===== src/rtl/core/lehmer_rng_ranged_defines.svh =====
// ----------------------------------------------------------------------------
// Lehmer generator assertion macros
// Shared concurrent assertion forms for the ranged Lehmer random source.
// ----------------------------------------------------------------------------
`ifndef LEHMER_RNG_RANGED_DEFINES_SVH
`define LEHMER_RNG_RANGED_DEFINES_SVH

// Same-cycle implication, checked out of reset
`define LRR_ASSERT_NOW(lbl, clk, rst_n, ante, cons, msg) \
    lbl: assert property (@(posedge clk) disable iff (!rst_n) (ante) |-> (cons)) \
        else $error(msg);

// Next-cycle implication, checked out of reset
`define LRR_ASSERT_NEXT(lbl, clk, rst_n, ante, cons, msg) \
    lbl: assert property (@(posedge clk) disable iff (!rst_n) (ante) |=> (cons)) \
        else $error(msg);

`endif


===== src/rtl/core/lrr_pkg.sv =====
// ----------------------------------------------------------------------------
// lrr_pkg
// Types and constants shared by the ranged Lehmer random source.
// ----------------------------------------------------------------------------
`timescale 1ns / 1ps

package lrr_pkg;

    // Request codes
    localparam logic [1:0] CMD_RAW   = 2'd0;
    localparam logic [1:0] CMD_RANGE = 2'd1;
    localparam logic [1:0] CMD_BOOL  = 2'd2;
    localparam logic [1:0] CMD_NONE  = 2'd3;

    // Generator constants
    localparam int unsigned STATE_W    = 31;
    localparam int unsigned REM_W      = 32;
    localparam int unsigned REM_CNT_W  = $clog2(REM_W);
    localparam logic [15:0] LEHMER_MUL = 16'd48271;

    // Ranged request constants
    localparam int unsigned SMALL_SPAN_BITS = 20;
    localparam logic [31:0] BOOL_LOW        = 32'd1;
    localparam logic [31:0] BOOL_HIGH       = 32'd100;
    localparam logic [31:0] BOOL_CUT        = 32'd50;

    typedef enum logic [2:0] {
        S_IDLE,
        S_FOLD,
        S_SETUP,
        S_MUL,
        S_STEP,
        S_MOD,
        S_DONE
    } t_state;

    typedef enum logic [1:0] {
        M_FULL,
        M_SMALL,
        M_MASK
    } t_mode;

    typedef struct packed {
        logic             start;
        logic [REM_W-1:0] dividend;
        logic [REM_W-1:0] divisor;
    } t_rem_req;

    typedef struct packed {
        logic             done;
        logic [REM_W-1:0] rem;
    } t_rem_rsp;

endpackage


===== src/rtl/core/lrr_step.sv =====
// ----------------------------------------------------------------------------
// lrr_step
// One Lehmer advance x -> 48271*x mod (2^31-1): split 16-bit products are
// registered, then folded end-around into the next state.
// ----------------------------------------------------------------------------
`timescale 1ns / 1ps

module lrr_step
    import lrr_pkg::*;
(
    input  logic               i_clk,
    input  logic               i_load,
    input  logic [STATE_W-1:0] i_x,
    output logic [STATE_W-1:0] o_next
);

    logic [30:0] r_hi_prod;
    logic [31:0] r_lo_prod;
    logic [30:0] hi_sum;
    logic [30:0] lo_part;
    logic [31:0] fold_sum;

    // Register both partial products of the current state
    always_ff @(posedge i_clk) begin
        if (i_load) begin
            r_hi_prod <= {16'd0, i_x[30:16]} * {15'd0, LEHMER_MUL};
            r_lo_prod <= {16'd0, i_x[15:0]} * {16'd0, LEHMER_MUL};
        end
    end

    // Combine the halves and fold bit 31 back in
    always_comb begin
        hi_sum   = r_hi_prod + 31'(r_lo_prod[31:16]);
        lo_part  = {hi_sum[14:0], r_lo_prod[15:0]};
        fold_sum = {1'b0, lo_part} + 32'(hi_sum[30:15]);
        if (fold_sum[31]) begin
            o_next = fold_sum[30:0] + 31'd1;
        end else begin
            o_next = fold_sum[30:0];
        end
    end

endmodule


===== src/rtl/core/lrr_rem_unit.sv =====
// ----------------------------------------------------------------------------
// lrr_rem_unit
// Restoring remainder unit: one dividend bit per cycle, all 32 bits per start.
// A new start restarts it at once.
// ----------------------------------------------------------------------------
`timescale 1ns / 1ps
`include "lehmer_rng_ranged_defines.svh"

module lrr_rem_unit
    import lrr_pkg::*;
(
    input  logic     i_clk,
    input  logic     i_rst_n,
    input  t_rem_req i_req,
    output t_rem_rsp o_rsp
);

    logic                 r_busy;
    logic                 r_done;
    logic [REM_CNT_W-1:0] r_count;
    logic [REM_W-1:0]     r_rem;
    logic [REM_W-1:0]     r_dvd;
    logic [REM_W-1:0]     r_divisor;

    logic [REM_W:0]       trial;
    logic [REM_W:0]       diff;
    logic [REM_W-1:0]     n_rem;

    // Shift in the next dividend bit and subtract when it fits
    always_comb begin
        trial = {r_rem, r_dvd[REM_W-1]};
        diff  = trial - {1'b0, r_divisor};
        if (trial >= {1'b0, r_divisor}) begin
            n_rem = diff[REM_W-1:0];
        end else begin
            n_rem = trial[REM_W-1:0];
        end
    end

    // Sequence the iterations
    always_ff @(posedge i_clk) begin
        if (!i_rst_n) begin
            r_busy  <= 1'b0;
            r_done  <= 1'b0;
            r_count <= '0;
        end else if (i_req.start) begin
            r_busy  <= 1'b1;
            r_done  <= 1'b0;
            r_count <= '0;
        end else if (r_busy) begin
            r_count <= r_count + 1'b1;
            if (r_count == REM_CNT_W'(REM_W - 1)) begin
                r_busy <= 1'b0;
                r_done <= 1'b1;
            end
        end else begin
            r_done <= 1'b0;
        end
    end

    // Datapath registers
    always_ff @(posedge i_clk) begin
        if (i_req.start) begin
            r_rem     <= '0;
            r_dvd     <= i_req.dividend;
            r_divisor <= i_req.divisor;
        end else if (r_busy) begin
            r_rem <= n_rem;
            r_dvd <= {r_dvd[REM_W-2:0], 1'b0};
        end
    end

    assign o_rsp.done = r_done;
    assign o_rsp.rem  = r_rem;

    `LRR_ASSERT_NOW(a_rem_below_divisor, i_clk, i_rst_n, r_done, r_rem < r_divisor, "remainder not below divisor")
    `LRR_ASSERT_NOW(a_done_after_busy, i_clk, i_rst_n, r_done, $past(r_busy), "done without a run")
    `LRR_ASSERT_NOW(a_busy_done_excl, i_clk, i_rst_n, r_busy, !r_done, "busy and done together")

endmodule


===== src/rtl/core/lehmer_rng_ranged.sv =====
// ----------------------------------------------------------------------------
// lehmer_rng_ranged
// Lehmer random source (multiplier 48271, modulus 2^31-1) with raw, ranged
// and boolean requests, driven by a small sequencer over a shared
// multiply-fold step and a shared iterative remainder unit.
// ----------------------------------------------------------------------------
//  channel  | signals                                  | dir | beat when
//  ---------+------------------------------------------+-----+---------------------
//  request  | i_in_valid o_in_ready i_cmd i_range_*    | in  | valid && ready
//  result   | o_out_valid i_out_ready o_value          | out | valid && ready
//  seed     | i_cfg_we i_cfg_wdata                     | in  | write enable high
//
//  Raw request and wide full-range request: S_SETUP, S_MUL, S_STEP, then
//  S_DONE until the result register is free. Span below 2^20: S_MOD follows
//  S_STEP and waits on the remainder unit. Masked span: each rejected draw goes
//  from S_STEP back to S_MUL. A seed write folds the seed in the remainder
//  unit; requests wait meanwhile. Reset sets the state to 1 and empties the
//  result register. The result register holds a finished beat while the next request is accepted.
// ----------------------------------------------------------------------------
`timescale 1ns / 1ps
`include "lehmer_rng_ranged_defines.svh"

module lehmer_rng_ranged
    import lrr_pkg::*;
#(
    parameter int unsigned MAX_VALUE = 2147483646
) (
    input  logic        i_clk,
    input  logic        i_rst_n,
    input  logic        i_cfg_we,
    input  logic [31:0] i_cfg_wdata,
    input  logic        i_in_valid,
    output logic        o_in_ready,
    input  logic [1:0]  i_cmd,
    input  logic [31:0] i_range_low,
    input  logic [31:0] i_range_high,
    output logic        o_out_valid,
    input  logic        i_out_ready,
    output logic [31:0] o_value
);

    localparam logic [31:0] MaxW = 32'(MAX_VALUE);

    t_state r_state, n_state;
    t_mode  r_mode;

    logic [STATE_W-1:0] r_gen;
    logic               r_seed_zero;
    logic [31:0]        r_low;
    logic [31:0]        r_high_c;
    logic               r_zero;
    logic               r_raw;
    logic               r_bool;
    logic [31:0]        r_limit;
    logic [31:0]        r_span;
    logic [31:0]        r_mask;
    logic [31:0]        r_result;
    logic               r_out_valid;
    logic [31:0]        r_out_value;

    logic [STATE_W-1:0] step_next;
    t_rem_req           rem_req;
    t_rem_rsp           rem_rsp;

    logic               in_fire;
    logic               out_load;
    logic               step_load;
    logic [31:0]        eff_low;
    logic [31:0]        eff_high;
    logic [31:0]        setup_limit;
    logic [31:0]        setup_span;
    logic [31:0]        setup_mask;
    logic [31:0]        masked;
    logic               mask_fits;

    // Shared arithmetic units
    lrr_step u_step (
        .i_clk  (i_clk),
        .i_load (step_load),
        .i_x    (r_gen),
        .o_next (step_next)
    );

    lrr_rem_unit u_rem (
        .i_clk   (i_clk),
        .i_rst_n (i_rst_n),
        .i_req   (rem_req),
        .o_rsp   (rem_rsp)
    );

    // Pick the bounds that a request works on
    always_comb begin
        case (i_cmd)
            CMD_BOOL: begin
                eff_low  = BOOL_LOW;
                eff_high = BOOL_HIGH;
            end
            CMD_RAW: begin
                eff_low  = '0;
                eff_high = '0;
            end
            default: begin
                eff_low  = i_range_low;
                eff_high = i_range_high;
            end
        endcase
    end

    // Span, limit and covering mask from the registered bounds
    always_comb begin
        setup_limit = r_high_c - r_low;
        setup_span  = r_high_c - r_low + 32'd1;
        setup_mask  = setup_limit;
        setup_mask  = setup_mask | (setup_mask >> 1);
        setup_mask  = setup_mask | (setup_mask >> 2);
        setup_mask  = setup_mask | (setup_mask >> 4);
        setup_mask  = setup_mask | (setup_mask >> 8);
        setup_mask  = setup_mask | (setup_mask >> 16);
    end

    // Masked draw test
    always_comb begin
        masked    = {1'b0, step_next} & r_mask;
        mask_fits = masked <= r_limit;
    end

    // Next state
    always_comb begin
        n_state = r_state;
        if (i_cfg_we) begin
            n_state = S_FOLD;
        end else begin
            case (r_state)
                S_IDLE: begin
                    if (i_in_valid) n_state = S_SETUP;
                end
                S_FOLD: begin
                    if (rem_rsp.done) n_state = S_IDLE;
                end
                S_SETUP: begin
                    n_state = r_zero ? S_DONE : S_MUL;
                end
                S_MUL: begin
                    n_state = S_STEP;
                end
                S_STEP: begin
                    case (r_mode)
                        M_FULL:  n_state = S_DONE;
                        M_SMALL: n_state = S_MOD;
                        default: n_state = mask_fits ? S_DONE : S_MUL;
                    endcase
                end
                S_MOD: begin
                    if (rem_rsp.done) n_state = S_DONE;
                end
                S_DONE: begin
                    if (!r_out_valid || i_out_ready) n_state = S_IDLE;
                end
                default: n_state = S_IDLE;
            endcase
        end
    end

    // Sequencer outputs
    always_comb begin
        o_in_ready = (r_state == S_IDLE) && !i_cfg_we;
        in_fire    = o_in_ready && i_in_valid;
        step_load  = (r_state == S_MUL);
        out_load   = (r_state == S_DONE) && !i_cfg_we && (!r_out_valid || i_out_ready);
        rem_req.start    = i_cfg_we || ((r_state == S_STEP) && (r_mode == M_SMALL));
        rem_req.dividend = i_cfg_wdata - 32'd1;
        rem_req.divisor  = MaxW;
        if (!i_cfg_we) begin
            rem_req.dividend = {1'b0, step_next};
            rem_req.divisor  = r_span;
        end
    end

    // State register and generator state
    always_ff @(posedge i_clk) begin
        if (!i_rst_n) begin
            r_state <= S_IDLE;
            r_gen   <= STATE_W'(1);
        end else begin
            r_state <= n_state;
            if (!i_cfg_we && r_state == S_FOLD && rem_rsp.done) begin
                r_gen <= r_seed_zero ? STATE_W'(1) : rem_rsp.rem[STATE_W-1:0] + STATE_W'(1);
            end else if (!i_cfg_we && r_state == S_STEP) begin
                r_gen <= step_next;
            end
        end
    end

    // Request payload and working registers
    always_ff @(posedge i_clk) begin
        if (i_cfg_we) begin
            r_seed_zero <= (i_cfg_wdata == '0);
        end
        if (in_fire) begin
            r_low    <= eff_low;
            r_high_c <= (eff_high > MaxW) ? MaxW : eff_high;
            r_zero   <= (i_cmd == CMD_NONE) || ((i_cmd != CMD_RAW) && (eff_low > eff_high));
            r_raw    <= (i_cmd == CMD_RAW);
            r_bool   <= (i_cmd == CMD_BOOL);
        end
        case (r_state)
            S_SETUP: begin
                r_limit  <= setup_limit;
                r_span   <= setup_span;
                r_mask   <= setup_mask;
                r_result <= '0;
                if (r_raw || setup_limit == '1) begin
                    r_mode <= M_FULL;
                end else if (setup_limit[31:SMALL_SPAN_BITS] == '0 &&
                             setup_limit[SMALL_SPAN_BITS-1:0] != '1) begin
                    r_mode <= M_SMALL;
                end else begin
                    r_mode <= M_MASK;
                end
            end
            S_STEP: begin
                if (r_mode == M_FULL) begin
                    r_result <= r_low + {1'b0, step_next};
                end else begin
                    r_result <= r_low + masked;
                end
            end
            S_MOD: begin
                if (rem_rsp.done) begin
                    r_result <= r_low + rem_rsp.rem;
                end
            end
            default: begin
            end
        endcase
    end

    // Result register: hold a beat until taken
    always_ff @(posedge i_clk) begin
        if (!i_rst_n) begin
            r_out_valid <= 1'b0;
        end else if (out_load) begin
            r_out_valid <= 1'b1;
        end else if (i_out_ready) begin
            r_out_valid <= 1'b0;
        end
    end

    always_ff @(posedge i_clk) begin
        if (out_load) begin
            r_out_value <= r_bool ? {31'd0, (r_result <= BOOL_CUT)} : r_result;
        end
    end

    assign o_out_valid = r_out_valid;
    assign o_value     = r_out_value;

    `LRR_ASSERT_NOW(a_gen_nonzero, i_clk, i_rst_n, 1'b1, r_gen != '0, "generator state is zero")
    `LRR_ASSERT_NEXT(a_bool_bit, i_clk, i_rst_n, out_load && r_bool, o_value <= 32'd1, "boolean result not 0 or 1")
    `LRR_ASSERT_NEXT(a_busy_after_accept, i_clk, i_rst_n, in_fire, !o_in_ready, "ready right after accept")

endmodule

===== config.mk =====
export PLATFORM = sky130hd
export DESIGN_NAME = lehmer_rng_ranged
export DESIGN_NICKNAME = d
export VERILOG_FILES = /design/src/rtl/core/lrr_pkg.sv /design/src/rtl/core/lrr_step.sv /design/src/rtl/core/lrr_rem_unit.sv /design/src/rtl/core/lehmer_rng_ranged.sv
export VERILOG_INCLUDE_DIRS = /design/src /design/src/rtl/core
export SDC_FILE = /design/constraint.sdc
export NUM_CORES = 2
export LEC_CHECK = 0
export BUFFER_PORTS_ARGS = -buffer_cell sky130_fd_sc_hd__buf_2
export CAP_MARGIN = 25
export CELL_PAD_IN_SITES_DETAIL_PLACEMENT = 0
export CELL_PAD_IN_SITES_GLOBAL_PLACEMENT = 2
export CORE_ASPECT_RATIO = 1.1
export CORE_UTILIZATION = 45
export DETAILED_ROUTE_END_ITERATION = 8
export PLACE_DENSITY_LB_ADDON = 0.1
export SLEW_MARGIN = 20
export SYNTH_ARGS = -nofsm -noshare
export SYNTH_HDL_FRONTEND = slang
export SYNTH_HIERARCHICAL = 1
export SYNTH_SLANG_ARGS = --single-unit

===== constraint.sdc =====
create_clock -name i_clk -period 21 [get_ports i_clk]
set_clock_uncertainty 0.1 [all_clocks]
set_input_delay 2.1 -clock i_clk [delete_from_list [all_inputs] [get_ports i_clk]]
set_output_delay 2.1 -clock i_clk [all_outputs]
set_load 0.05 [all_outputs]

# Word-level counts from Yosys, hierarchy flattened
# Cells that the tools add are included.
# word_totals
input_bits	103
out_inout_bits	34
elab_cells	133
register_bits	431
# classes
bitwise_logic	8
n_addsub	12
n_eq_ne	20
n_reduce_logical	32
mul	2
n_lt_le_gt_ge	5
n_mux	29
# op_table
op	count
$mux W32	5
$pmux W32 S2	2
$mux W31	4
$pmux W32 S3	1
$add A32 B32 Y32	2
$mux W64	1
$sub A32 B32 Y32	2
$add A31 B1 Y31 const B	2
$ge A33 B32 Y1	1
$add A31 B16 Y32	1
$add A32 B1 Y32 const B	1
$add A32 B31 Y32	1
$and A31 B32 Y32	1
$eq A32 B32 Y1 const B	1
$gt A32 B31 Y1 const B	1
$gt A32 B32 Y1	1
$le A32 B32 Y1	1
$le A32 B6 Y1 const B	1
$logic_not A32 Y1	1
$mul A16 B16 Y32 const B	1
$or A32 B16 Y32	1
$or A32 B24 Y32	1
$or A32 B28 Y32	1
$or A32 B30 Y32	1
34 further kinds	73

# Logic depth before layout (Yosys ltp)
# logic_depth
depth_word	10
depth_mapped	37
mapped_depth_nobuf	36

# By module
# The synthesis kept the hierarchy.
# by_module_without_submodules
module	seq_area_each_um2	n_inst	area_each_um2	cells_per_inst
lehmer_rng_ranged	7577.3	1	17725.8	1905
lrr_step	1891.8	1	13330.3	1321
lrr_rem_unit	2702.6	1	5856.9	571

# Least setup slack after synthesis
# OpenSTA, ideal clock, no wires.
# synth_timing
path_type	register -> register
startpoint	register r_state[1]
endpoint	register r_limit[0] (enable)
n_path_buf	1
setup_ns	0.692
arrival_time_ns	7.743
slack_ns	12.465
path_stages_with_launch	3
cell_sequence	dfxtp_1 -> clkbuf_1 -> nor3b_1
# synth_via
elab_chain_len	1
# synth_rtl
element	line	source
start, declared	lehmer_rng_ranged.sv:44	t_state r_state, n_state;
start signal, assigned	lehmer_rng_ranged.sv:185	r_state <= n_state;
$eq A3 B2 Y1	lehmer_rng_ranged.sv:206	case (r_state)
end signal, assigned	lehmer_rng_ranged.sv:208	r_limit <= setup_limit;
end, declared	lehmer_rng_ranged.sv:54	logic [31:0] r_limit;
# Every way passes these cells.
# A chain may end at the register's enable or synchronous reset.

# Final worst setup path
# layout_timing
startpoint	register u_step.r_hi_prod[0]
endpoint	register r_result[30], data pin
# layout_via
elab_chain_len	8
word_cells_on_any_way	9
# layout_rtl
element	line	source
start, declared	lrr_step.sv:17	logic [30:0] r_hi_prod;
start signal, assigned	lrr_step.sv:26	r_hi_prod <= {16'd0, i_x[30:16]} * {15'd0, LEHMER_MUL};
$add A31 B16 Y31 (*)	lrr_step.sv:33	hi_sum = r_hi_prod + 31'(r_lo_prod[31:16]);
$add A31 B16 Y32 (*)	lrr_step.sv:35	fold_sum = {1'b0, lo_part} + 32'(hi_sum[30:15]);
$add A31 B1 Y31	lrr_step.sv:37	o_next = fold_sum[30:0] + 31'd1;
$mux W31 (*)	lrr_step.sv:36	if (fold_sum[31]) begin
net step_next[15]	lehmer_rng_ranged.sv:61	logic [STATE_W-1:0] step_next;
$and A31 B32 Y32	lehmer_rng_ranged.sv:123	masked = {1'b0, step_next} & r_mask;
$add A32 B32 Y32	lehmer_rng_ranged.sv:225	r_result <= r_low + masked;
$mux W32 (*)	lehmer_rng_ranged.sv:222	if (r_mode == M_FULL) begin
$pmux W32 S3 (*)	lehmer_rng_ranged.sv:206	
end signal, assigned	lehmer_rng_ranged.sv:223	r_result <= r_low + {1'b0, step_next};
end signal, assigned	lehmer_rng_ranged.sv:225	
end signal, assigned	lehmer_rng_ranged.sv:230	r_result <= r_low + rem_rsp.rem;
end, declared	lehmer_rng_ranged.sv:57	logic [31:0] r_result;
# The timed path passes the listed nets; every way through them passes the cells marked *.

==> results_tabular.tex <==
\begin{tabular}{lr}
\hline
Metric & Value \\
\hline
\multicolumn{2}{l}{\textbf{Outcome}} \\
Result of the run & finished, violations left \\
Failing checks & DRC \\
\multicolumn{2}{l}{\textbf{Worst setup path}} \\
Peak per-stage delay on the critical path & 0.57 ns \\
Top cell by count, worst path & sky130\_fd\_sc\_hd\_\_o21ai\_0 \\
Arrival time of data at the critical path endpoint & 10.19 ns \\
CP Class & reg -> reg \\
Worst Path Required & 21.27 ns \\
Slowest-stage cell, CP & sky130\_fd\_sc\_hd\_\_a211oi\_1 \\
Type of origin of the critical path & flop \\
Largest fanout on the critical path & 7 \\
Kind of capture point of the worst setup path & flop \\
\multicolumn{2}{l}{\textbf{Synthesis}} \\
Synth cell count leaders & 450 x sky130\_fd\_sc\_hd\_\_ha\_1, 367 x sky130\_fd\_sc\_hd\_\_inv\_1, 356 x sky130\_fd\_sc\_hd\_\_edfxtp\_1 \\
Seq cells post-synth & 430 \\
Cells after Synth & 3797 \\
Biggest area contributors in the synthesized netlist & sky130\_fd\_sc\_hd\_\_edfxtp\_1 29\%, sky130\_fd\_sc\_hd\_\_ha\_1 15\%, sky130\_fd\_sc\_hd\_\_fa\_1 8.9\%, sky130\_fd\_sc\_hd\_\_xnor2\_1 4.4\%, sky130\_fd\_sc\_hd\_\_dfxtp\_1 4.0\% \\
Dominant register cell in the synthesized netlist & sky130\_fd\_sc\_hd\_\_edfxtp\_1 \\
Count of synthesis-stage warnings from yosys & 6 \\
Sequential cell area fraction in the yosys report & 0.3297 \\
Proportion of netlist area held by the largest area contributor & 0.2896 \\
Synthesized area per cell & 9.722 um\^{}2 \\
Post-Synthesis Cell Area & 0.03691 mm\^{}2 \\
Post-synthesis net count & 4515 \\
Most repeated cell in the gate-level netlist after synthesis & sky130\_fd\_sc\_hd\_\_ha\_1 \\
EDFF count, synth & 356 \\
Cell taking the most area after synthesis & sky130\_fd\_sc\_hd\_\_edfxtp\_1 \\
Async set or reset register ratio after synthesis & 0 \\
Netlist cell types & 97 \\
\multicolumn{2}{l}{\textbf{Layout}} \\
N\_diodes & 0 \\
Share of cells above drive strength 1 & 0.09894 \\
Post-Route Utilization & 0.5033 \\
Finished Layout Cells & 5016 \\
Nets & 4639 \\
Final Cell Area & 0.04064 mm\^{}2 \\
Layout area overhead & 10.09\% \\
\multicolumn{2}{l}{\textbf{Clock tree}} \\
Library cell used as clock root buffer & sky130\_fd\_sc\_hd\_\_clkbuf\_16 \\
Post CTS Setup Buffer Count & 0 \\
Total clock buffers created by CTS & 51 \\
Clock sink count & 430 \\
Depth of the CTS H-tree & 2 \\
Clock transition at the registers of the reported paths & 0.06 ns \\
Hold-fix buffers at CTS & 0 \\
Clock insertion delay at the later pin of the skew report & 0.64 ns \\
Clock buffer depth & 3 \\
CTS-repair resized insts & 0 \\
Clock tree from TritonCTS & yes \\
\multicolumn{2}{l}{\textbf{Floorplan}} \\
Chip width & 275.1 um \\
Cell row count & 109 \\
Full die area & 0.08318 mm\^{}2 \\
I/O pin count & 137 \\
Floorplan Core Area & 0.08074 mm\^{}2 \\
Vertical die dimension & 302.4 um \\
Starting Density & 0.4572 \\
\multicolumn{2}{l}{\textbf{Detailed routing}} \\
Final wirelength & 115800 um \\
Number of DRC markers in iteration 0 & 2121 \\
Routed length per placed instance & 23.08 um \\
Number of nets still failing antenna checks after routing & 0 \\
Number of DRC violations after detailed routing & 2 \\
Post-DR vias/cell & 5.708 \\
Number of search-and-repair iterations in the first detailed-routing pass & 9 \\
Vias post-DR & 28631 \\
\multicolumn{2}{l}{\textbf{Pwr}} \\
Leakage Power & 18.31 nW \\
Internal Pwr Total & 0.001683 W \\
Relative contribution of combinational cells to total power & 0.176 \\
Part of the total power dissipated in the clock network & 0.404 \\
Seq pwr share & 0.420 \\
Power per standard cell area & 58.21 mW/mm\^{}2 \\
Net load switching power & 0.0006820 W \\
Maximum resistive drop on vdd & 107.4 uV \\
Sw Share & 0.2883 \\
\multicolumn{2}{l}{\textbf{Place}} \\
Total cell area at the placement stage & 0.03877 mm\^{}2 \\
\# placed instances & 4917 \\
Number of port buffers & 136 \\
Detailed-placement wirelength estimate & 95360 um \\
Final GP Congestion & 0.9629 \\
\multicolumn{2}{l}{\textbf{Timing}} \\
Period utilization & 0.4724 \\
Maximum achievable frequency & 100.8 MHz \\
Number of setup violations in the final report & 0 \\
Unrepaired setup endpoints after global routing & false \\
Worst Tran Pin Value & 0.9568 ns \\
Slew HR & 0.3574 \\
Setup total negative slack & 0 ns \\
Final min period & 9.920 ns \\
Final hold vios & 0 \\
Max-slew violation total from the final report & 0 \\
Worst slack on hold paths & 0.3880 ns \\
\multicolumn{2}{l}{\textbf{Global route}} \\
Number of antenna violations at the first check in global routing & 2 \\
Largest net degree at the start of global routing & 85 \\
GRT Total Usage & 0.2797 \\
Global-route wire length before repair & 174300 um \\
Via count of the first global-routing pass & 28146 \\
Global route total overflow & 0 \\
\multicolumn{2}{l}{\textbf{Run}} \\
Count of maximum capacitance violations & 0 \\
\multicolumn{2}{l}{\textbf{Worst hold path}} \\
Hold Path Class & reg -> reg \\
\hline
\end{tabular}
==> metal layers <==
| layer | share of wire | GRT usage | vias to the layer above | wire [um] |
|---|---|---|---|---|
| met1 | 0.48 | 0.4088 | 14115 | 55400 |
| met3 | 0.052 | 0.03255 | 108 | 6062 |
| met5 | 0 | 0 | - | 0 |
| li1 | - | - | 13701 | - |
| met2 | 0.45 | 0.4455 | 707 | 52210 |
| met4 | 0.018 | 0.05551 | 0 | 2091 |
==> layout by cell type, fill, tap and decap left out, drive strengths merged, types with 8 or more instances in the layout <==
| cell | instances |
|---|---|
| nand2b | 36 |
| nor3 | 63 |
| mux2i | 21 |
| mux2 | 34 |
| or3 | 25 |
| a31oi | 21 |
| o21a | 44 |
| buf | 176 |
| ha | 450 |
| nor2b | 71 |
| o31ai | 10 |
| a211oi | 48 |
| a21o | 109 |
| nand3b | 8 |
| xor2 | 92 |
| a211o | 8 |
| dfxtp | 74 |
| nand3 | 73 |
| edfxtp | 356 |
| or2 | 47 |
| nor4 | 33 |
| bufinv | 8 |
| o21bai | 17 |
| xnor2 | 186 |
| fa | 165 |
| and3 | 32 |
| nor2 | 229 |
| a2111oi | 8 |
| a21boi | 11 |
| a221oi | 11 |
| inv | 373 |
| a21oi | 211 |
| clkbuf | 65 |
| nand2 | 317 |
| and2 | 94 |
| clkinv | 12 |
| nand4 | 54 |
| nor3b | 9 |
| o21ai | 233 |
| o211ai | 23 |
==> final timing paths <==
path,slack [ns],start,endpoint,depth (start not counted)
setup / recovery,11.08,u_step/r_hi_prod[0]$_DFFE_PP_,r_result[30]$_SDFFCE_PP0P_,36
hold / removal,0.39,r_span[29]$_DFFE_PP_,u_rem/r_divisor[29]$_DFFE_PP_,1
setup reg to reg,11.08,u_step/r_hi_prod[0]$_DFFE_PP_,r_result[30]$_SDFFCE_PP0P_,36
hold reg to reg,0.39,r_span[29]$_DFFE_PP_,u_rem/r_divisor[29]$_DFFE_PP_,1
==> critical path: cells and delay by family, from the launching register on <==
family / cells / cell delay, ns
fa+ha+maj: 4 / 1.41
xor+xnor: 3 / 0.67
flops: 1 / 0.38
simple gates: 12 / 2.70
compound gates: 17 / 4.41
==> kinds of logic (layout without fill, tap and decap cells) <==
family | count (synthesis) | after routing | synth area share
AND/OR/NAND/NOR | 1122 | 1122 | 0.1531
AO/OA/AOI/OAI | 821 | 821 | 0.1431
adder cells (fa/ha/maj) | 615 | 615 | 0.2420
buffers and inverters | 475 | 640 | 0.04986
flip-flops | 430 | 430 | 0.3297
XOR/XNOR | 278 | 278 | 0.06596
multiplexers | 55 | 55 | 0.01607
other | 1 | 1 | 0.0001016
==> flip-flops by register name, summed over array words and instances (netlist names), 32 cells and up <==
name,cells
r_result,32
r_span,32
u_rem/r_rem,32
o_value,32
r_limit,32
r_low,32
u_step/r_lo_prod,32
u_rem/r_dvd,32
u_rem/r_divisor,32
r_high_c,32
==> cell type report <==
type	count	area, um^2
well taps	1054	1319
inverters	369	1385
clock inverters	30	456.7
repair buffers	177	992.2
clock buffers	64	1366
flip-flops and latches	430	12170
fillers	7600	40100
multi-input cells	2892	22950
==> power by group through the flow <==
stage          registers, W  clock network [W]  logic [W]
2_1_floorplan      0.000995                  0   0.000283
3_3_place_gp        0.00101                  0   0.000406
3_5_place_dp        0.00101                  0   0.000410
4_1_cts            0.000993           0.000979   0.000413
5_1_grt            0.000995            0.00101   0.000456
6_report           0.000993           0.000957   0.000416
==> per-stage QoR <==
step | setup WS (ns) | power, W
2_1_floorplan | 12.47 | 0.001278
3_3_place_gp | 11.38 | 0.001416
3_5_place_dp | 11.22 | 0.001420
4_1_cts | 11.18 | 0.002384
5_1_grt | 10.47 | 0.002457
6_report | 11.08 | 0.002365
Power figures use the tool's default switching activity.
